**src/rtl/core/fcw_pkg.sv**
```systemverilog
// Shared types and constants for the FAT16 cluster chain walker.
package fcw_pkg;

  localparam int FCW_TABLE_DEPTH = 65536;

  localparam logic [15:0] FIRST_DATA = 16'd2;
  localparam logic [15:0] FREE_MARK  = 16'h0000;
  localparam logic [15:0] BAD_MARK   = 16'hFFF7;
  localparam logic [15:0] EOC_MIN    = 16'hFFF8;

  typedef enum logic [1:0] {
    CFG_CLU_LIMIT = 2'd0,
    CFG_TABLE_LEN = 2'd1
  } fcw_cfg_idx_t;

  typedef enum logic [1:0] {
    REQ_WRITE = 2'd0,
    REQ_START = 2'd1,
    REQ_STEP  = 2'd2
  } fcw_req_t;

  typedef enum logic [3:0] {
    ST_STARTED  = 4'd0,
    ST_EMPTY    = 4'd1,
    ST_CONTINUE = 4'd2,
    ST_END      = 4'd3,
    ST_RANGE    = 4'd4,
    ST_FREE     = 4'd5,
    ST_BAD      = 4'd6,
    ST_OUTSIDE  = 4'd7,
    ST_CIRCULAR = 4'd8,
    ST_WRITTEN  = 4'd9,
    ST_IDLE     = 4'd10
  } fcw_status_t;

  typedef enum logic {
    S_IDLE,
    S_EXEC
  } fcw_state_t;

  typedef struct packed {
    logic [1:0]  req_type;
    logic [15:0] entry_index;
    logic [15:0] entry_value;
    logic [15:0] first_cluster;
    logic [31:0] byte_size;
  } fcw_in_t;

  typedef struct packed {
    logic [15:0] cluster;
    logic [3:0]  status;
    logic        chain_done;
  } fcw_out_t;

  typedef struct packed {
    logic        wr_en;
    logic [15:0] wr_addr;
    logic [15:0] wr_data;
    logic        rd_en;
    logic [15:0] rd_addr;
  } fcw_ram_cmd_t;

endpackage

```
**src/rtl/core/fcw_walk_ctrl.sv**
```systemverilog
// Request sequencer, walk state and result register of the chain walker.
module fcw_walk_ctrl
  import fcw_pkg::*;
#(
  parameter int TABLE_DEPTH = FCW_TABLE_DEPTH
) (
  input  logic         clk,
  input  logic         rst,
  input  logic         in_valid,
  output logic         in_ready,
  input  fcw_in_t      in_data,
  output logic         out_valid,
  input  logic         out_ready,
  output fcw_out_t     out_data,
  input  logic [15:0]  clu_limit,
  input  logic [16:0]  table_len,
  output fcw_ram_cmd_t ram_cmd,
  input  logic [15:0]  ram_rd_data
);

  localparam logic [16:0] DEPTH_LIM = 17'(TABLE_DEPTH);

  fcw_state_t  state;
  fcw_state_t  state_next;

  // Request held from the accept cycle to the evaluate cycle.
  logic [1:0]  req_type;
  logic [15:0] req_index;
  logic [15:0] req_first;
  logic        req_size_zero;

  logic [15:0] current_cluster;
  logic [16:0] steps_taken;
  logic        walk_active;

  logic        in_fire;
  logic        slot_free;
  logic        load;

  fcw_out_t    res;
  logic        walk_start;
  logic        walk_stop;
  logic        walk_advance;

  logic [16:0] clu_ext;
  logic        limit_hit;
  logic        range_bad;

  assign in_fire   = in_valid && in_ready;
  assign slot_free = !out_valid || out_ready;

  always_comb begin
    state_next = state;
    case (state)
      S_IDLE: if (in_valid) state_next = S_EXEC;
      S_EXEC: if (slot_free) state_next = S_IDLE;
      default: state_next = S_IDLE;
    endcase
  end

  always_comb begin
    in_ready = 1'b0;
    load     = 1'b0;
    case (state)
      S_IDLE: in_ready = 1'b1;
      S_EXEC: load = slot_free;
      default: begin
        in_ready = 1'b0;
        load     = 1'b0;
      end
    endcase
  end

  always_ff @(posedge clk) begin
    if (rst) begin
      state <= S_IDLE;
    end else begin
      state <= state_next;
    end
  end

  // The write lands in the accept cycle and a step reads in its own accept cycle, so a
  // step that follows a write sees the new value.
  always_comb begin
    ram_cmd.wr_en   = in_fire && (in_data.req_type == REQ_WRITE) &&
                      ({1'b0, in_data.entry_index} < DEPTH_LIM);
    ram_cmd.wr_addr = in_data.entry_index;
    ram_cmd.wr_data = in_data.entry_value;
    ram_cmd.rd_en   = in_fire;
    ram_cmd.rd_addr = current_cluster;
  end

  always_ff @(posedge clk) begin
    if (in_fire) begin
      req_type      <= in_data.req_type;
      req_index     <= in_data.entry_index;
      req_first     <= in_data.first_cluster;
      req_size_zero <= (in_data.byte_size == 32'd0);
    end
  end

  assign clu_ext   = {1'b0, current_cluster};
  assign limit_hit = steps_taken >= {1'b0, clu_limit};
  assign range_bad = (current_cluster < FIRST_DATA) ||
                     (clu_ext >= ({1'b0, clu_limit} + 17'd2)) ||
                     (clu_ext >= table_len) ||
                     (clu_ext >= DEPTH_LIM);

  always_comb begin
    res          = '{cluster: 16'd0, status: ST_IDLE, chain_done: 1'b0};
    walk_start   = 1'b0;
    walk_stop    = 1'b0;
    walk_advance = 1'b0;
    case (req_type)
      REQ_WRITE: begin
        res = '{cluster: req_index, status: ST_WRITTEN, chain_done: 1'b0};
      end
      REQ_START: begin
        if (req_size_zero || req_first == FREE_MARK) begin
          walk_stop = 1'b1;
          res = '{cluster: req_first, status: ST_EMPTY, chain_done: 1'b1};
        end else begin
          walk_start = 1'b1;
          res = '{cluster: req_first, status: ST_STARTED, chain_done: 1'b0};
        end
      end
      REQ_STEP: begin
        if (walk_active) begin
          res.cluster    = current_cluster;
          res.chain_done = 1'b1;
          walk_stop      = 1'b1;
          if (limit_hit) begin
            res.status = ST_CIRCULAR;
          end else if (range_bad) begin
            res.status = ST_RANGE;
          end else if (ram_rd_data >= EOC_MIN) begin
            res.status = ST_END;
          end else if (ram_rd_data == FREE_MARK) begin
            res.status = ST_FREE;
          end else if (ram_rd_data == BAD_MARK) begin
            res.status = ST_BAD;
          end else if ({1'b0, ram_rd_data} >= table_len) begin
            res.status = ST_OUTSIDE;
          end else begin
            res.status     = ST_CONTINUE;
            res.chain_done = 1'b0;
            walk_stop      = 1'b0;
            walk_advance   = 1'b1;
          end
        end
      end
      default: begin
        res = '{cluster: 16'd0, status: ST_IDLE, chain_done: 1'b0};
      end
    endcase
  end

  always_ff @(posedge clk) begin
    if (rst) begin
      current_cluster <= 16'd0;
      steps_taken     <= 17'd0;
      walk_active     <= 1'b0;
    end else if (load) begin
      if (walk_start) begin
        current_cluster <= req_first;
        steps_taken     <= 17'd0;
        walk_active     <= 1'b1;
      end else if (walk_advance) begin
        current_cluster <= ram_rd_data;
        steps_taken     <= steps_taken + 17'd1;
      end else if (walk_stop) begin
        walk_active <= 1'b0;
      end
    end
  end

  always_ff @(posedge clk) begin
    if (rst) begin
      out_valid <= 1'b0;
    end else if (load) begin
      out_valid <= 1'b1;
    end else if (out_ready) begin
      out_valid <= 1'b0;
    end
  end

  always_ff @(posedge clk) begin
    if (load) begin
      out_data <= res;
    end
  end

endmodule

```
**config.mk**
```make
export PLATFORM = sky130hd
export DESIGN_NAME = fcw_walk_ctrl
export DESIGN_NICKNAME = d
export VERILOG_FILES = /design/src/rtl/core/fcw_pkg.sv /design/src/rtl/core/fcw_walk_ctrl.sv
export SDC_FILE = /design/constraint.sdc
export NUM_CORES = 1
export LEC_CHECK = 0
export BUFFER_PORTS_ARGS = -buffer_cell sky130_fd_sc_hd__buf_2
export CAP_MARGIN = 20
export CORE_MARGIN = 5
export CORE_UTILIZATION = 51
export DETAILED_ROUTE_END_ITERATION = 10
export GPL_TIMING_DRIVEN = 1
export PLACE_DENSITY = 0.82
export REMOVE_ABC_BUFFERS = 1
export SLEW_MARGIN = 20
export SYNTH_ARGS = -nofsm -noshare
export SYNTH_HDL_FRONTEND = slang
export SYNTH_SLANG_ARGS = --single-unit
```
**constraint.sdc**
```tcl
create_clock -name clk -period 5.1 [get_ports clk]
set_input_delay 1.275 -clock clk [delete_from_list [all_inputs] [get_ports clk]]
set_output_delay 1.275 -clock clk [all_outputs]
set_load 0.1 [all_outputs]
```
### Yosys cells after proc, flatten, opt, wreduce, memory -nomap -nowiden

Index checks and enable logic that the tools add are counted.

| word-level totals | value |
|---|---|
| register bits | 92 |
| word-level logic and storage cells | 86 |
| output and inout port bits | 73 |
| bits of input ports | 135 |

| cells by class | value |
|---|---|
| equality and inequality tests | 4 |
| add/subtract/negate cells | 2 |
| reduce and logical (&&, ||, !) cells | 18 |
| bitwise operators | 1 |
| $lt $le $gt $ge | 7 |
| multiplexer cells | 42 |

Operator list:

| cell | number |
|---|---|
| one-hot mux 21 bit (3 select lines) | 1 |
| >= comparator 16 x 17 -> 1 bit | 3 |
| two-way mux 17 bit | 2 |
| zero test 16 bit | 2 |
| zero test 32 bit | 1 |
| two-way mux 16 bit | 2 |
| two-way mux 1 bit | 27 |
| two-way mux 21 bit | 1 |
| adder 16 x 2 -> 17 bit, second input constant | 1 |
| adder 17 x 1 -> 17 bit, second input constant | 1 |
| >= comparator 16 x 17 -> 1 bit, second input constant | 1 |
| >= comparator 17 x 16 -> 1 bit | 1 |
| equality test 16 bit, second input constant | 1 |
| >= comparator 16 bit, second input constant | 1 |
| < comparator 16 x 2 -> 1 bit, second input constant | 1 |
| two-way mux 3 bit | 5 |
| nonzero test 2 bit | 3 |
| logical OR 1 bit | 5 |
| zero test 2 bit | 2 |
| two-way mux 4 bit | 1 |
| one-hot mux 1 bit (2 select lines) | 2 |
| AND reduction 3 bit | 1 |
| equality test 2 x 1 -> 1 bit, second input constant | 1 |
| equality test 2 bit, second input constant | 1 |
| other kinds (6) | 7 |

### Depth between registers and ports, before layout

Gate-level depths: netlist (run 1).

| logic depth | value |
|---|---|
| word-level depth | 12 |
| gate-level depth with buffers | 15 |
| gate-level depth less buffers | 13 |

### Worst setup path after synthesis (run 1)

No wires, ideal clock.

| path | value |
|---|---|
| kind | input -> output |
| start | in in_valid |
| end | out ram_cmd[49] (netlist name) |
| data required time | 3.825 ns |
| arrival time | 5.213 ns |
| path slack | -1.388 ns |
| stages on the path | 2 |
| buffers on the path | 0 |
| path through | nor2b_1 -> nor3b_1 |

RTL lines:

| element | RTL line | RTL |
|---|---|---|
| start: declaration | fcw_walk_ctrl.sv:9 | `input logic in_valid,` |
| end: declaration | fcw_walk_ctrl.sv:17 | `output fcw_ram_cmd_t ram_cmd,` |

### Final worst setup path (run 1)

| path | value |
|---|---|
| start | in clu_limit[4] |
| end | reg steps_taken[11] |

| between the ends | value |
|---|---|
| longest elaborated chain between the ends | 11 |
| elaborated cells between the ends (all ways) | 12 |
| those cells by class | 1 x add/sub; 2 x order compare; 4 x mux; 5 x reduce/logical |

Ends and longest elaborated chain:

| element | RTL line | RTL |
|---|---|---|
| start: declaration | fcw_walk_ctrl.sv:15 | `input logic [15:0] clu_limit,` |
| adder 16 x 2 -> 17 bit | fcw_walk_ctrl.sv:105 | `(clu_ext >= ({1'b0, clu_limit} + 17'd2)) \|\|` |
| >= comparator 16 x 17 -> 1 bit | fcw_walk_ctrl.sv:105 |  |
| logical OR 1 bit | fcw_walk_ctrl.sv:104 | `assign range_bad = (current_cluster < FIRST_DATA) \|\|` |
| logical OR 1 bit | fcw_walk_ctrl.sv:105 |  |
| logical OR 1 bit | fcw_walk_ctrl.sv:106 | `(clu_ext >= table_len) \|\|` |
| two-way mux 1 bit | fcw_walk_ctrl.sv:134 | `end else if (range_bad) begin` |
| two-way mux 1 bit (*) | fcw_walk_ctrl.sv:132 | `if (limit_hit) begin` |
| two-way mux 1 bit (*) | fcw_walk_ctrl.sv:128 | `if (walk_active) begin` |
| two-way mux 1 bit (*) | fcw_walk_ctrl.sv:114 | `case (req_type)` |
| nonzero test 2 bit (no source line) (*) | - |  |
| AND reduction 2 bit (no source line) (*) | - |  |
| end signal: assignment | fcw_walk_ctrl.sv:170 | `steps_taken <= steps_taken + 17'd1;` |
| end: declaration | fcw_walk_ctrl.sv:33 | `logic [16:0] steps_taken;` |

Every way passes the cells marked *; elsewhere a longest branch is shown, timed or not.
A chain may end at the register's enable or synchronous reset.

==> flow_metrics.tcl, run 1 <==
set metrics [dict create \
    drtPass1Iterations 6 \
    critPathArrivalTime_ps 4480 \
    seq_area_frac_synth 0.3946 \
    period_needed_ps 4196 \
    slew_headroom 0.4228 \
    drt_iter0_markers 535 \
    max_cap_viol_count 0 \
    grt_pass1_vias 5668 \
    drc 0 \
    hp-class "flop to flop" \
    dpl.hpwl_um 14240 \
    place_congestion 0.9556 \
    synth.distinct_cells 59 \
    max_freq_ghz 0.2383 \
    rsz0062_at_grt "no" \
    tightest_slew_ps 865.8 \
    antennaDiodeCount 0 \
    core_area_mm2 0.01186 \
    cts_resized 0 \
    fill_cells 983 \
    synth_cells 616 \
    cp_slowest_cell "or4_1" \
    syn_to_final_growth_pct 18.27 \
    holdBufCountCts 0 \
    r2r_slack_ps 1980 \
    cts_root_buffer "clkbuf_16" \
    synth_seq_cells 92 \
    io_pins 208 \
    fin_worst_skew_ps 7.738 \
    fp.dieW_um 119.3 \
    cp_common_cell "a21oi_1" \
    final_nets 956 \
    leakage_nw 3.086 \
    ant_nets 0 \
    fp.dieH_um 119.3 \
    clk_latency_ps 360 \
    fp.dieArea_mm2 0.01422 \
    synthesis.area_mm2 0.006088 \
    cts_buffer_depth 2 \
    outcome "complete, no violations" \
    clkTransAtPathRegs_ps 70 \
    ir_worst_vdd_mv 0.2239 \
    clock_sinks 92 \
    vias_per_cell 6.209 \
    crit_type "primary input to flop" \
    cts.htree.levels 3 \
    grt_pass1_wl_um 28370 \
    vias 5607 \
    hold_viol_final 0 \
    fin_area_mm2 0.007201 \
    p_per_area_mw_per_mm2 295.3 \
    overflow 0 \
    synthFlopType "edfxtp_1" \
    rows 40 \
    grt_max_degree 34 \
    layout-drive-gt1-share 0.2751 \
    cts_tree "done" \
    crit_chain "buf_2 > and4_1 > nand3_2 > nor3_1 > xnor2_1 > ha_1 > a211oi_1 > o211ai_1 > a21oi_1 > o21ai_0 > a21oi_4 > a31oi_4 > or4_1 > a21oi_1" \
    async_flop_share 0 \
    drv_slew 0 \
    cts_setup_buffers 0 \
    crit_path_max_fanout 26 \
    post_synth.cell_area_avg_um2 9.884 \
    cp-start-kind "primary input" \
    antenna_found_initial 0 \
    cts_made_buffers 9 \
    place_area_mm2 0.006840 \
    initial_utilization 0.5133 \
    required_ps 5380 \
    slowest_delay_ps 580 \
    finalSetupViolations 0 \
    yosysWarnings 0 \
    critPathTopFamily "compound AO/OA/AOI/OAI gates" \
    crit_buf_inv 1 \
    drt_wl_total_um 18270 \
    detail_route.wl_per_cell_um 20.23 \
    synth_edf_count 56 \
    layout_worst_path_cycle_share 0.8227 \
    track_usage 0.2516 \
    io_buffers 175 \
    critPathCaptureType "flop" \
    utilization 0.6071 \
    power.total_w 0.002127 \
]
[placed cells by master (no fill, tap or decap), drive strengths merged, types with 3 or more instances in the layout]
| cell | synthesis | layout |
|---|---|---|
| nand2b | 6 | 6 |
| a21oi | 61 | 61 |
| and2 | 5 | 5 |
| a211oi | 21 | 21 |
| nand2 | 20 | 20 |
| o21ai | 15 | 15 |
| mux2i | 15 | 15 |
| ha | 70 | 70 |
| xnor2 | 14 | 14 |
| nand3 | 20 | 20 |
| bufinv | 0 | 3 |
| and3 | 6 | 6 |
| o21a | 5 | 5 |
| clkbuf | 13 | 11 |
| nor2 | 34 | 34 |
| nor3 | 11 | 11 |
| and4 | 3 | 3 |
| dfxtp | 36 | 36 |
| or4 | 11 | 11 |
| o211ai | 5 | 5 |
| or3 | 6 | 6 |
| nor4 | 22 | 22 |
| nand4 | 24 | 24 |
| nor2b | 5 | 5 |
| a21o | 4 | 4 |
| buf | 41 | 178 |
| inv | 40 | 40 |
| a222oi | 16 | 16 |
| o31ai | 9 | 9 |
| edfxtp | 56 | 56 |
[cells by family (layout without fill, tap and decap cells)]
group,Yosys count,in the layout,synth area share
compound gates,152,152,0.1714
simple gates,178,178,0.1644
xor+xnor,14,14,0.02014
mux,15,15,0.02466
fa+ha+maj,70,70,0.1439
flops,92,92,0.3946
buf+inv,95,235,0.08097
[per-stage QoR]
| step | TNS, ps | setup slack [ps] | hold slack [ps] | cells |
|---|---|---|---|---|
| 2_1_floorplan | -2898 | -2600 | 455.9 | 562 |
| 6_report | 0 | 904.2 | 509.2 | 903 |
| 3_3_place_gp | 0 | 678.6 | 485.5 | 887 |
| 3_5_place_dp | 0 | 549.0 | 496.3 | 887 |
| 5_1_grt | 0 | 656.5 | 533.2 | 903 |
| 4_1_cts | 0 | 926.7 | 507.5 | 903 |
[cell usage after synthesis (2+ instances only)]
master	instances	area share
ha_1	70	0.14
nor4_1	21	0.022
buf_4	33	0.041
o21a_1	5	0.0062
nand4b_1	2	0.0029
mux2i_1	15	0.025
o21ai_0	14	0.012
a222oi_1	16	0.026
inv_1	40	0.025
buf_1	3	0.0018
o31ai_1	9	0.011
and2_1	4	0.0041
and4_1	3	0.0043
or3_1	6	0.0062
edfxtp_1	56	0.28
nand4_1	24	0.025
nand2_1	20	0.012
o41ai_1	2	0.0029
or4_1	11	0.014
a211oi_1	20	0.025
clkbuf_1	13	0.0080
buf_2	4	0.0033
a211o_1	2	0.0029
xnor2_1	14	0.020
nor2b_1	5	0.0051
and3_1	5	0.0051
o21bai_1	2	0.0025
nor3_1	10	0.0082
a21o_1	4	0.0049
o211ai_1	5	0.0062
nand2b_1	6	0.0062
nand3_1	19	0.016
dfxtp_1	36	0.12
a21oi_1	60	0.049
nor2_1	33	0.020
[final cells by class]
class / instances / area [µm²] / share of cell area
clock buffers: 11 / 254.0 / 0.03527
clock inverters: 5 / 106.4 / 0.01477
inverters: 41 / 153.9 / 0.02137
multi-input cells: 429 / 3202 / 0.4447
flip-flops and latches: 92 / 2402 / 0.3336
well taps: 147 / 183.9 / 0.02554
repair buffers: 178 / 898.4 / 0.1248
[path summary, 6_finish.rpt]
kind,start,end,cells after the start
setup reg to reg,steps_taken[6],steps_taken[11],9
setup / recovery,clu_limit[4],steps_taken[11],14
hold reg to reg,walk_active,walk_active,2
hold / removal,walk_active,walk_active,2
[layer usage]
metal,part of all wire,wire (µm),track usage
met1,0.39,7111,0.2823
met2,0.49,8959,0.4264
met4,0.042,768,0.1296
met5,0,0,0
met3,0.078,1432,0.08072
[state kept, by name, summed over array words and instances, names as in the netlist]
register         flops
req_type             2
walk_active          1
req_index           16
steps_taken         17
out_data            21
req_first           16
req_size_zero        1
state                1
current_cluster     16
out_valid            1
[report_power, final]
part | total (W) | switching, W | internal, W | leakage, nW
registers | 0.000856 | 0.0000246 | 0.000831 | 0.827
logic | 0.000473 | 0.000346 | 0.000127 | 2.09
clock network | 0.000797 | 0.000288 | 0.000510 | 0.171
total | 0.00213 | 0.000658 | 0.00147 | 3.09
[worst reg2reg max path, delay by kind of cell, from the launching register on]
family | cells | cell delay (ps)
adder cells (fa/ha/maj) | 1 | 290
AND/OR/NAND/NOR | 3 | 1370
flip-flops | 1 | 440
AO/OA/AOI/OAI | 5 | 950
No activity file was read; power rests on OpenSTA's default activity.
==> run 2, diff against run 1 <==
- ABC_AREA: default -> 1
- CORE_UTILIZATION: 51 -> 47
- PLACE_DENSITY: 0.82 -> 0.78
- clock period: 5.1 -> 3.4 ns (I/O delays scaled with it)
==> flow_metrics.tcl, run 2 <==
set metrics [dict create \
    outcome "finished with violations" \
    violations "setup timing" \
    clkTransAtPathRegs_ps 70 \
    synth_area_leader_cell "edfxtp_1" \
    cts.htree.levels 3 \
    hold_viol_final 0 \
    cts_tree "done" \
    rows 43 \
    final_nets 1283 \
    io_pins 208 \
    largest_reg_flops 21 \
    fp.dieArea_mm2 0.01673 \
    synth_fa_ha_area_frac 0.1308 \
    synth.distinct_cells 34 \
    core_area_mm2 0.01393 \
    syn_to_final_growth_pct 24.71 \
    max_cap_viol_count 0 \
    initial_utilization 0.4804 \
    vias_per_cell 5.213 \
    slowest_delay_ps 250 \
    drt_iter0_markers 491 \
    yosysWarnings 0 \
    multi_input_area_mm2 0.003593 \
    dpl.hpwl_um 16100 \
    drt_wl_total_um 20250 \
    drc 0 \
    tightest_slew_ps 666.1 \
    fp.dieH_um 129.3 \
    drv_slew 0 \
    vias 6584 \
    fin_area_mm2 0.008348 \
    overflow 0 \
    place_area_mm2 0.007732 \
    cts_buffer_depth 2 \
    antenna_found_initial 0 \
    fp.dieW_um 129.3 \
    dp_cells 1241 \
    synth_seq_cells 92 \
    setup_ws_ps -3.847 \
    fill_cells 1254 \
    finalSetupViolations 1 \
    ant_nets 0 \
    reg_top3 "out_data: 21 flops, steps_taken: 17 flops" \
    synth-xor-area-share 0.03271 \
    hold-worst-slack_ps 495.6 \
    synth-compound-area-share 0.07682 \
    drtPass1Iterations 5 \
    power_frac_seq 0.404 \
    post_synth.cell_area_avg_um2 7.372 \
    cp_slowest_cell "ha_4" \
    critPathArrivalTime_ps 3630 \
    holdBufCountCts 0 \
    layout_worst_path_cycle_share 1.001 \
    clock_sinks 92 \
    synth_simple_gate_area_frac 0.2738 \
    synth_common_cells "235 x nand2_1, 136 x inv_1, 103 x nor2_1" \
    io_buffers 175 \
    synthFlopType "edfxtp_1" \
    p_clk_frac 0.347 \
    synthesis.area_mm2 0.006694 \
    period_needed_ps 3404 \
    layout-drive-gt1-share 0.2419 \
    async_flop_share 0 \
    register_area_mm2 0.002402 \
    slew_headroom 0.5532 \
    track_usage 0.2372 \
    crit_path_max_fanout 5 \
    p_per_area_mw_per_mm2 379.3 \
    synth_top_family_by_area "simple AND/OR/NAND/NOR gates" \
    antennaDiodeCount 0 \
    cts_root_buffer "clkbuf_16" \
    switchingPower_w 0.001034 \
    detail_route.wl_per_cell_um 16.03 \
    rsz0062_at_grt "yes" \
    max_freq_ghz 0.2938 \
    p_int_w 0.002132 \
    ir_worst_vdd_mv 0.2724 \
    place_congestion 0.9789 \
    fin_worst_skew_ps 10.08 \
    synth_most_common_cell "nand2_1" \
    synth_cells 908 \
    p_sw_frac 0.3265 \
    layout_common_cells "219 x nand2_1, 172 x buf_2, 135 x inv_1" \
    regMostFlops "out_data" \
    seq_area_frac_synth 0.3589 \
    final_common_cell "nand2_1" \
    crit_type "primary input to flop" \
    clk_latency_ps 350 \
    critPathCaptureType "flop" \
    synth_area_leaders "edfxtp_1 25%, nand2_1 13%, ha_1 13%" \
    cp-start-kind "primary input" \
    required_ps 3630 \
    power_frac_comb 0.250 \
    grt_pass1_wl_um 31100 \
    cp_common_cell "nand2_2" \
    hp-class "flop to flop" \
    synth_edf_count 56 \
    cts_made_buffers 9 \
    final_cells 1263 \
    synth_top_area_frac 0.2512 \
    grt_pass1_vias 6402 \
    leakage_nw 4.190 \
    synthMuxAreaShare 0 \
    grt_max_degree 36 \
]
run 2: cell types whose count changed in the layout (fill, tap and decap cells not counted), moves of 11 or more:
cell	change
o21ai_0	+34
a21oi_1	-19
buf_4	+24
a211oi_1	-19
a222oi_1	-16
nand2_2	+13
nand2_1	+199
or4_1	-11
xor2_1	+18
mux2i_1	-15
inv_1	+95
nor2_1	+68
run 2: final timing paths:
kind	from	to	slack (ps)	cells after the start
hold reg to reg	steps_taken[16]	steps_taken[16]	500	2
setup / recovery	clu_limit[2]	current_cluster[6]	-4	26
hold / removal	steps_taken[16]	steps_taken[16]	500	2
setup reg to reg	steps_taken[12]	current_cluster[6]	790	18
run 2: area by class of cell:
| cell class | count | share of cell area |
|---|---|---|
| clock buffer | 10 | 0.02863 |
| clock inverter | 6 | 0.01034 |
| inverter | 137 | 0.06160 |
| multi-input combinational | 627 | 0.4305 |
| sequential | 92 | 0.2878 |
| tap | 180 | 0.02698 |
| timing repair buffer | 211 | 0.1542 |
run 2: worst max-delay path: cells and delay by family:
family          cells  cell delay (ps)
simple gates       18             1710
buf+inv             4              400
xor+xnor            1              170
compound gates      1              120
fa+ha+maj           2              390
run 2: power groups by stage:
stage	combinational (W)	clock, W	sequential [W]
floorplan	0.000266	0	0.00146
global placement	0.000746	0	0.00130
detailed placement	0.000756	0	0.00130
CTS	0.000759	0.00111	0.00128
global route	0.000857	0.00115	0.00128
finish	0.000791	0.00110	0.00128
run 2: kinds of logic (layout without fill, tap and decap cells):
logic type | after synthesis | after routing
AO/OA/AOI/OAI | 99 | 99
XOR/XNOR | 25 | 25
adder cells (fa/ha/maj) | 70 | 70
buffers and inverters | 189 | 364
flip-flops | 92 | 92
AND/OR/NAND/NOR | 433 | 433
run 2: metal layers:
metal  part of all wire  GRT usage  vias to the layer above
li1                   -          -                     3254
met1               0.40     0.2929                     2982
met2               0.48     0.4024                      306
met3              0.089    0.06472                       42
met4              0.026    0.07721                        0
met5                  0          0                        -
run 2: repair_timing:
| action | in CTS | in global routing |
|---|---|---|
| endpoints found under the setup margin | 10 | 38 |
| gates cloned | 0 | 4 |
| pin swaps | 5 | 32 |
| gates resized for setup | 1 | 45 |
| setup buffers | 0 | 2 |
run 2: stage by stage:
stage / util / total power (W) / setup WS [ps] / setup TNS (ps)
6_report: 0.5991 / 0.003166 / -3.847 / -3.847
5_1_grt: 0.5991 / 0.003294 / -236.3 / -5224
4_1_cts: 0.5786 / 0.003146 / 15.04 / 0
3_5_place_dp: 0.5549 / 0.002057 / -367.7 / -11600
3_3_place_gp: 0.5549 / 0.002047 / -280.9 / -8857
2_1_floorplan: - / 0.001728 / -1259 / -33250
